File: src/sv/tlbpt_pkg.sv
package tlbpt_pkg;

    // sizing of the translator; page and tlb sizes are powers of two
    localparam int TLB_ENTRIES = 16;
    localparam int PAGE_COUNT  = 256;
    localparam int PAGE_BYTES  = 256;

    // fixed field widths
    localparam int ADDR_W  = 16;
    localparam int FRAME_W = 8;
    localparam int FREE_W  = 9;
    localparam int CNT_W   = 16;

    // derived widths
    localparam int TLB_IDX_W = (TLB_ENTRIES > 1) ? $clog2(TLB_ENTRIES) : 1;
    localparam int PAGE_W    = $clog2(PAGE_COUNT);
    localparam int OFF_W     = $clog2(PAGE_BYTES);

    localparam logic [CNT_W-1:0] CNT_MAX = '1;

    // tlb fill command from the sequencer
    typedef struct packed {
        logic                 we;
        logic [TLB_IDX_W-1:0] idx;
        logic [PAGE_W-1:0]    tag;
        logic [FRAME_W-1:0]   frame;
    } t_tlb_wr;

    // compare result for the slot under test
    typedef struct packed {
        logic               match;
        logic [FRAME_W-1:0] frame;
    } t_tlb_rd;

    // running count that stops at its maximum
    function automatic logic [CNT_W-1:0] sat_inc(input logic [CNT_W-1:0] v);
        return (v == CNT_MAX) ? v : v + CNT_W'(1);
    endfunction

endpackage

File: src/sv/tlbpt_ram.sv
module tlbpt_ram #(
    parameter int WIDTH = 8,
    parameter int DEPTH = 256,
    localparam int AW = (DEPTH > 1) ? $clog2(DEPTH) : 1
) (
    input  logic             i_clk,
    input  logic             i_we,
    input  logic [AW-1:0]    i_waddr,
    input  logic [WIDTH-1:0] i_wdata,
    input  logic             i_re,
    input  logic [AW-1:0]    i_raddr,
    output logic [WIDTH-1:0] o_rdata
);

    logic [WIDTH-1:0] r_mem [DEPTH];
    logic [WIDTH-1:0] r_rdata;

    // single write port, registered read port
    always_ff @(posedge i_clk) begin
        if (i_we) begin
            r_mem[i_waddr] <= i_wdata;
        end
        if (i_re) begin
            r_rdata <= r_mem[i_raddr];
        end
    end

    assign o_rdata = r_rdata;

endmodule

File: src/sv/tlbpt_tlb.sv
module tlbpt_tlb
    import tlbpt_pkg::*;
(
    input  logic                 i_clk,
    input  logic                 i_rst_n,
    input  t_tlb_wr              i_wr,
    input  logic [TLB_IDX_W-1:0] i_rd_idx,
    input  logic [PAGE_W-1:0]    i_page,
    output t_tlb_rd              o_rd
);

    logic [TLB_ENTRIES-1:0] r_valid;
    logic [PAGE_W-1:0]      r_tag   [TLB_ENTRIES];
    logic [FRAME_W-1:0]     r_frame [TLB_ENTRIES];

    // slot valid bits
    always_ff @(posedge i_clk) begin
        if (!i_rst_n) begin
            r_valid <= '0;
        end else if (i_wr.we) begin
            r_valid[i_wr.idx] <= 1'b1;
        end
    end

    // tag and frame stores, read only under their valid bit
    always_ff @(posedge i_clk) begin
        if (i_wr.we) begin
            r_tag[i_wr.idx]   <= i_wr.tag;
            r_frame[i_wr.idx] <= i_wr.frame;
        end
    end

    // shared comparator: one slot per cycle
    assign o_rd.match = r_valid[i_rd_idx] && (r_tag[i_rd_idx] == i_page);
    assign o_rd.frame = r_frame[i_rd_idx];

endmodule

File: src/sv/tlb_page_table_translator_unit.sv
// Translates 16-bit logical addresses (page in the upper bits, offset in the
// lower bits) through a 16-slot TLB backed by a 256-entry page table, with
// demand allocation of frames on a page fault and FIFO refill of the TLB.
// One transaction at a time: o_ready is high only while the unit is idle.
// A single comparator walks the TLB one slot per cycle from slot 0, so an
// item that hits in slot k ends its walk at that slot, while a TLB miss
// walks all slots, then does one page-table read from the synchronous
// RAM, and the result is posted after that read. The result sits in an
// output register, so the next item is accepted and walked while a result
// waits; only its posting holds until the output register is emptied. After
// reset a clearing pass over all PAGE_COUNT entries invalidates the page table
// before the first transaction is accepted.
module tlb_page_table_translator_unit
    import tlbpt_pkg::*;
(
    input  logic              i_clk,
    input  logic              i_rst_n,
    input  logic              i_valid,
    output logic              o_ready,
    input  logic [ADDR_W-1:0] i_logical_address,
    output logic              o_valid,
    input  logic              i_ready,
    output logic [ADDR_W-1:0] o_phys_addr,
    output logic              o_tlb_hit,
    output logic              o_page_fault,
    output logic [CNT_W-1:0]  o_hit_count,
    output logic [CNT_W-1:0]  o_fault_count,
    output logic [CNT_W-1:0]  o_access_count
);

    typedef enum logic [2:0] {
        S_CLEAR,
        S_IDLE,
        S_SCAN,
        S_TABLE,
        S_DONE
    } t_state;

    t_state r_state, n_state;

    logic [PAGE_W-1:0]    r_clr_addr, n_clr_addr;
    logic [PAGE_W-1:0]    r_page, n_page;
    logic [OFF_W-1:0]     r_offset, n_offset;
    logic [TLB_IDX_W-1:0] r_idx, n_idx;
    logic [FRAME_W-1:0]   r_frame, n_frame;
    logic                 r_hit, n_hit;
    logic                 r_fault, n_fault;
    logic [TLB_IDX_W-1:0] r_fifo_slot, n_fifo_slot;
    logic [FREE_W-1:0]    r_free_frame, n_free_frame;
    logic [CNT_W-1:0]     r_hits, n_hits;
    logic [CNT_W-1:0]     r_faults, n_faults;
    logic [CNT_W-1:0]     r_accesses, n_accesses;
    logic                 r_out_valid, n_out_valid;
    logic [ADDR_W-1:0]    r_out_pa, n_out_pa;
    logic                 r_out_hit, n_out_hit;
    logic                 r_out_fault, n_out_fault;

    t_tlb_wr tlb_wr;
    t_tlb_rd tlb_rd;

    logic                ram_we;
    logic [PAGE_W-1:0]   ram_waddr;
    logic [FRAME_W:0]    ram_wdata;
    logic                ram_re;
    logic [FRAME_W:0]    ram_rdata;
    logic                tbl_valid;
    logic [FRAME_W-1:0]  tbl_frame;
    logic [FRAME_W-1:0]  new_frame;
    logic                scan_last;
    logic [FRAME_W+OFF_W-1:0] pa_full;

    // tlb store with its slot comparator
    tlbpt_tlb u_tlb (
        .i_clk    (i_clk),
        .i_rst_n  (i_rst_n),
        .i_wr     (tlb_wr),
        .i_rd_idx (r_idx),
        .i_page   (r_page),
        .o_rd     (tlb_rd)
    );

    // page table: resident bit over frame number
    tlbpt_ram #(
        .WIDTH (FRAME_W + 1),
        .DEPTH (PAGE_COUNT)
    ) u_table (
        .i_clk   (i_clk),
        .i_we    (ram_we),
        .i_waddr (ram_waddr),
        .i_wdata (ram_wdata),
        .i_re    (ram_re),
        .i_raddr (r_page),
        .o_rdata (ram_rdata)
    );

    assign tbl_valid = ram_rdata[FRAME_W];
    assign tbl_frame = ram_rdata[FRAME_W-1:0];
    assign new_frame = r_free_frame[FRAME_W-1:0];
    assign scan_last = (r_idx == TLB_IDX_W'(TLB_ENTRIES - 1));
    assign pa_full   = {r_frame, r_offset};

    // page table write port: clearing pass or fault allocation
    assign ram_waddr = (r_state == S_CLEAR) ? r_clr_addr : r_page;
    assign ram_wdata = (r_state == S_CLEAR) ? '0 : {1'b1, new_frame};

    // sequencer next state
    always_comb begin
        n_state      = r_state;
        n_clr_addr   = r_clr_addr;
        n_page       = r_page;
        n_offset     = r_offset;
        n_idx        = r_idx;
        n_frame      = r_frame;
        n_hit        = r_hit;
        n_fault      = r_fault;
        n_fifo_slot  = r_fifo_slot;
        n_free_frame = r_free_frame;
        n_hits       = r_hits;
        n_faults     = r_faults;
        n_accesses   = r_accesses;
        n_out_valid  = r_out_valid;
        n_out_pa     = r_out_pa;
        n_out_hit    = r_out_hit;
        n_out_fault  = r_out_fault;
        ram_we       = 1'b0;
        ram_re       = 1'b0;
        tlb_wr.we    = 1'b0;
        tlb_wr.idx   = r_fifo_slot;
        tlb_wr.tag   = r_page;
        tlb_wr.frame = new_frame;

        // result taken downstream
        if (r_out_valid && i_ready) begin
            n_out_valid = 1'b0;
        end

        unique case (r_state)
            S_CLEAR: begin
                ram_we     = 1'b1;
                n_clr_addr = r_clr_addr + PAGE_W'(1);
                if (r_clr_addr == PAGE_W'(PAGE_COUNT - 1)) begin
                    n_state = S_IDLE;
                end
            end
            S_IDLE: begin
                if (i_valid) begin
                    n_page   = PAGE_W'(i_logical_address >> OFF_W);
                    n_offset = i_logical_address[OFF_W-1:0];
                    n_idx    = '0;
                    n_state  = S_SCAN;
                end
            end
            S_SCAN: begin
                if (tlb_rd.match) begin
                    n_hit   = 1'b1;
                    n_fault = 1'b0;
                    n_frame = tlb_rd.frame;
                    n_state = S_DONE;
                end else if (scan_last) begin
                    ram_re  = 1'b1;
                    n_state = S_TABLE;
                end else begin
                    n_idx = r_idx + TLB_IDX_W'(1);
                end
            end
            S_TABLE: begin
                n_hit = 1'b0;
                if (tbl_valid) begin
                    n_fault = 1'b0;
                    n_frame = tbl_frame;
                end else begin
                    // page fault: allocate frame, fill table and tlb slot
                    n_fault      = 1'b1;
                    n_frame      = new_frame;
                    ram_we       = 1'b1;
                    tlb_wr.we    = 1'b1;
                    n_free_frame = r_free_frame + FREE_W'(1);
                    n_fifo_slot  = (r_fifo_slot == TLB_IDX_W'(TLB_ENTRIES - 1)) ?
                                   '0 : r_fifo_slot + TLB_IDX_W'(1);
                end
                n_state = S_DONE;
            end
            S_DONE: begin
                if (!r_out_valid || i_ready) begin
                    n_out_valid = 1'b1;
                    n_out_pa    = ADDR_W'(pa_full);
                    n_out_hit   = r_hit;
                    n_out_fault = r_fault;
                    n_accesses  = sat_inc(r_accesses);
                    if (r_hit) begin
                        n_hits = sat_inc(r_hits);
                    end
                    if (r_fault) begin
                        n_faults = sat_inc(r_faults);
                    end
                    n_state = S_IDLE;
                end
            end
            default: begin
                n_state = S_IDLE;
            end
        endcase
    end

    // state, counters and output register
    always_ff @(posedge i_clk) begin
        if (!i_rst_n) begin
            r_state      <= S_CLEAR;
            r_clr_addr   <= '0;
            r_idx        <= '0;
            r_fifo_slot  <= '0;
            r_free_frame <= '0;
            r_hits       <= '0;
            r_faults     <= '0;
            r_accesses   <= '0;
            r_out_valid  <= 1'b0;
        end else begin
            r_state      <= n_state;
            r_clr_addr   <= n_clr_addr;
            r_idx        <= n_idx;
            r_fifo_slot  <= n_fifo_slot;
            r_free_frame <= n_free_frame;
            r_hits       <= n_hits;
            r_faults     <= n_faults;
            r_accesses   <= n_accesses;
            r_out_valid  <= n_out_valid;
        end
        r_page      <= n_page;
        r_offset    <= n_offset;
        r_frame     <= n_frame;
        r_hit       <= n_hit;
        r_fault     <= n_fault;
        r_out_pa    <= n_out_pa;
        r_out_hit   <= n_out_hit;
        r_out_fault <= n_out_fault;
    end

    assign o_ready        = (r_state == S_IDLE);
    assign o_valid        = r_out_valid;
    assign o_phys_addr    = r_out_pa;
    assign o_tlb_hit      = r_out_hit;
    assign o_page_fault   = r_out_fault;
    assign o_hit_count    = r_hits;
    assign o_fault_count  = r_faults;
    assign o_access_count = r_accesses;

    // a result is never both a tlb hit and a page fault
    a_hit_fault_excl: assert property (@(posedge i_clk) disable iff (!i_rst_n)
        o_valid |-> !(o_tlb_hit && o_page_fault))
        else $error("result flagged as both tlb hit and page fault");

    // the page table is read only after a full tlb walk
    a_table_after_scan: assert property (@(posedge i_clk) disable iff (!i_rst_n)
        (r_state == S_TABLE) |-> ($past(r_state) == S_SCAN && $past(scan_last)))
        else $error("page table lookup without a complete tlb walk");

    // an accepted transaction starts the tlb walk at slot zero
    a_accept_scan: assert property (@(posedge i_clk) disable iff (!i_rst_n)
        (i_valid && o_ready) |=> (r_state == S_SCAN && r_idx == '0))
        else $error("accepted transaction did not start the tlb walk");

    // counts on a posted result cover that result
    a_counts_cover: assert property (@(posedge i_clk) disable iff (!i_rst_n)
        o_valid |-> (o_access_count != '0 && (!o_tlb_hit || o_hit_count != '0)
                     && (!o_page_fault || o_fault_count != '0)))
        else $error("running count does not include the posted result");

endmodule

File: config.mk
export PLATFORM = sky130hd
export DESIGN_NAME = tlb_page_table_translator_unit
export DESIGN_NICKNAME = d
export VERILOG_FILES = /design/src/sv/tlbpt_pkg.sv /design/src/sv/tlbpt_ram.sv /design/src/sv/tlbpt_tlb.sv /design/src/sv/tlb_page_table_translator_unit.sv
export SDC_FILE = /design/constraint.sdc
export NUM_CORES = 2
export LEC_CHECK = 0
export BUFFER_PORTS_ARGS = -buffer_cell sky130_fd_sc_hd__buf_2
export CAP_MARGIN = 20
export CORE_MARGIN = 3
export CORE_UTILIZATION = 37
export DETAILED_ROUTE_END_ITERATION = 12
export GPL_ROUTABILITY_DRIVEN = 0
export SLEW_MARGIN = 25
export SYNTH_ARGS = -nofsm -noshare
export SYNTH_HDL_FRONTEND = slang
export SYNTH_HIERARCHICAL = 1
export SYNTH_SLANG_ARGS = --single-unit
File: constraint.sdc
create_clock -name i_clk -period 8.2 [get_ports i_clk]
set_clock_uncertainty 0.1 [all_clocks]
set_input_delay 0.41 -clock i_clk [delete_from_list [all_inputs] [get_ports i_clk]]
set_output_delay 0.41 -clock i_clk [all_outputs]
set_load 0.02 [all_outputs]
==> impl_summary.md <==
Place
The cell total after placement is 8874. Input and output buffers added on the ports amount to 87. The HPWL reported at the end of detailed placement is 162000 microns.

STA
The worst slew margin relative to its limit is 15.2%. The final hold violation count is 0. The count of final setup violators is 0. The number of max-slew violations in the final report is 0. Setup repair after global routing left no endpoint under its margin. For the pin with the worst max-slew slack, the measured transition is 1.26 ns. The sum of negative setup slack is 0 ns. Hold timing on the final database bottoms out at a slack of 0.106 ns. The shortest period the worst path allows is 5.58 ns. Of the available clock period, the critical path in the final layout requires 68.1%. The maximum clock rate is 179 MHz.

Floorplan
The row count is 195. The floorplan step defined a core boundary enclosing 283000 sq um. The horizontal extent of the die is 539 microns. The initial standard-cell utilization of the core is 37.2%. The die covers 291000 sq um. Measured along the y axis, the die boundary spans 539 microns.

For this design the top-level I/O count stands at 88.

Drt
The final layout contains routed wiring with a total length of 268000 microns. The routed via count is 53232. The first routing iteration left 6101 violations. The number of routed nets with antenna violations is 0. The number of vias per cell after detailed routing is 5.66. The first detailed-routing pass ran for 5 iterations. After detailed routing, the average wire length per cell comes to 28.5 microns.

For this run, design rule violations remaining after detail routing come to 0.

CTS
The worst-skew pair later-pin latency is 0.92 ns. Clock-pin slew was measured on the worst setup and hold paths at 0.06 ns. The cell at the root of the clock tree is clkbuf_16.

The H-tree was split into 5 levels. Counting every sink on the clock net gives 2705. The TritonCTS buffer count is 290.

TritonCTS built the clock tree. The number of buffers between clock root and the deepest sink is 4.

Critical path
The worst setup path is captured at a register. The data arrival time of the critical path is 6.02 ns. The worst reg2reg path startpoint is r_page[1]. The signal on the critical path passes through buf_4, buf_4, nand3b_1, o22ai_1, nor3_1, a21oi_1, nor4_1, nor4_1. The critical path contains buffers and inverters numbering 2 combined. The library cell contributing the largest single delay on the critical path is nor4_1. The worst setup path is launched from a register. The setup check on the worst reg-to-reg path leaves a slack of 2.62 ns. The highest net fanout along the worst path is 46. For the worst setup path, the data required time is 8.63 ns.

The setup path with the least slack is of type register to register. In this design, the largest share of critical-path delay is due to simple AND/OR/NAND/NOR gates. The number of cells traversed by the worst register-to-register path is 8. The endpoint identified for the worst register-to-register timing path is u_table/o_rdata[8]. The largest single stage delay on the critical path is 1.07 ns.

Global route
Entering global routing, the biggest net connects 211 pins. Summed over all layers, the global routing overflow is 0. The number of global-route vias before repair came to 53037.

The number of antenna violations at the first check in global routing came to 8. The wire length of the first global-routing pass is 384000 microns. Global routing used 18.0% of the available tracks across all layers.

Hold path
The start point of the worst hold path is i_logical_address[7]. In this run the worst hold path is classified as primary input to register. The worst hold path cell count is 2. For hold timing, the worst endpoint is r_offset[7].

Synth
The count of mapped cells out of synthesis is 5233. Yosys printed 6 warnings. The share of flip-flops with an asynchronous set or reset after synthesis is 0%.

edfxtp_1 takes more of the synthesized area than any other cell. The number of flops mapped to enable cells by yosys is 2613. The synthesized flop and latch total is 2705. The number of nets in the synthesized netlist is 5260. The number of different library cells used by synthesis comes to 78. The area of the mapped netlist is 105000 sq um. The fraction of post-synthesis cell area in the top cell type by area is 74.6%. The flip-flop cell with the highest count after synthesis is edfxtp_1. Yosys instantiated no cell more often than edfxtp_1. Sequential cells were found to cover 76.4% of the synthesized design area. Counting instances in the post-synthesis netlist gives the leading cell types as edfxtp_1, mux4_2, nor2_1. By area the synthesized netlist is led by edfxtp_1, mux4_2, mux2i_1, dfxtp_1, nor2_1. The synthesized area per cell is 20.1 sq um.

Layout
The number of nets in the finished design is 5473. The share of layout cells above drive strength 1 is 21.6%. The layout overhead on the synthesized area is 13.2%. The post-route non-filler standard cell count is 9403.

Power
Combinational logic is responsible for 0.4% of the overall power. Net switching is 19.0% of the power. The switching power total is 5.22 mW.

The clock network is responsible for 45.3% of the overall power. For this design the static power due to leakage is 31.4 nW. In this run the power density over the cells is 231 nW/um^2. The worst supply voltage drop on vdd is 0.213 mV. The internal portion of the total power is 22.3 mW. The proportion of power drawn by flip-flops and latches is 54.3%.

Job
The max-capacitance violation count is 0.

Status
The run finished with clean final reports.
[layout make-up]
cell class,count,area (sq um)
clock buffers,370,7800
multi-input cells,2212,23300
clock inverters,130,1170
fillers,24458,164000
repair buffers,222,1710
flip-flops and latches,2705,80300
well taps,3743,4680
inverters,15,66.3
diodes,6,15.0
[power by group through the flow]
stage | sequential [mW] | clock [mW] | combinational, mW
after floorplan | 15.2 | 0 | 0.0402
after global placement | 15.2 | 0 | 0.0973
after detailed placement | 15.2 | 0 | 0.100
after CTS | 14.9 | 12.7 | 0.109
after global routing | 14.9 | 13.3 | 0.112
final | 14.9 | 12.5 | 0.109
[kinds of logic after synthesis]
group / share of synthesized area [%]
compound gates: 3.73
buf+inv: 1.73
fa+ha+maj: 0.0833
simple gates: 3.55
flops: 76.4
mux: 14.0
xor+xnor: 0.475
[per-layer routing]
layer  global-route usage (%)  vias to the layer above  part of all wire, %
li1                         -                    22122                    -
met1                     25.8                    28356                   42
met2                     27.7                     2364                   46
met3                     4.00                      386                  8.8
met4                     5.25                        4                  2.8
met5                        0                        -               0.0056
[sequential cells by signal (all words and copies together) (netlist names)]
register         count
u_tlb/r_tag        128
r_clr_addr           8
u_table/o_rdata      9
o_access_count      16
r_hit                1
r_idx                4
r_frame              8
o_fault_count       16
o_phys_addr         16
u_table/r_mem     2304
u_tlb/r_frame      128
o_tlb_hit            1
o_page_fault         1
r_free_frame         8
o_hit_count         16
r_page               8
r_fifo_slot          4
r_state              3
r_fault              1
u_tlb/r_valid       16
r_offset             8
o_valid              1
[timing repair]
item                                   4_1_cts  5_1_grt
buffers inserted                             0        0
endpoints found under the hold margin       44        0
hold buffers                                21        0
resized for setup                            0        0
[cells in the final DEF (no fill, tap or decap), types with 11 or more instances in the layout]
cell	count
edfxtp_1	2613
mux4_2	543
nor2_1	356
clkbuf_16	298
mux2i_1	205
a22oi_1	174
a21oi_1	123
nand2_1	108
buf_4	94
dfxtp_1	89
buf_2	87
o22ai_1	67
clkbuf_1	65
clkinv_1	55
o21ai_0	54
nand3_1	54
nor3_1	42
xnor2_1	39
clkinv_2	38
o221ai_1	35
nor4_1	33
a211oi_1	30
nand4_1	28
nor2b_1	24
mux2_2	22
bufinv_16	21
dlygate4sd3_1	21
xor2_1	18
o21a_1	18
nand2b_1	14
a31oi_1	14
buf_12	14
and4_1	13
nor2_2	13
or3_1	11
[worst reg2reg max path: stages, from the launching register on]
cell and delay, ns:
edfxtp_1 0.75, buf_4 0.61, buf_4 0.67, nand3b_1 0.92, o22ai_1 0.59, nor3_1 0.15
a21oi_1 0.20, nor4_1 0.17, nor4_1 1.07
[per-stage QoR]
| step | worst slack (ns) | utilization, % | instance area [sq um] | power (mW) |
|---|---|---|---|---|
| after global routing | 2.65 | 42.1 | 119000 | 28.3 |
| after global placement | 2.51 | 38.8 | 110000 | 15.3 |
| after detailed placement | 2.86 | 38.9 | 110000 | 15.3 |
| after floorplan | 1.03 | - | 105000 | 15.3 |
| final | 2.62 | 42.1 | 119000 | 27.5 |
| after CTS | 2.86 | 42.1 | 119000 | 27.8 |
[worst max path at each step]
stage                           from               endpoint  slack [ns]  cells after the start
after floorplan           r_state[0]  u_table/r_mem[235][0]        1.03                     13
after global placement    r_state[0]  u_table/r_mem[208][6]        2.51                      7
after detailed placement   r_page[1]     u_table/o_rdata[8]        2.86                      8
after CTS                  r_page[1]     u_table/o_rdata[8]        2.86                      8
after global routing       r_page[1]     u_table/o_rdata[8]        2.65                      8
final                      r_page[1]     u_table/o_rdata[8]        2.62                      8
No activity file was read; power rests on OpenSTA's default activity.
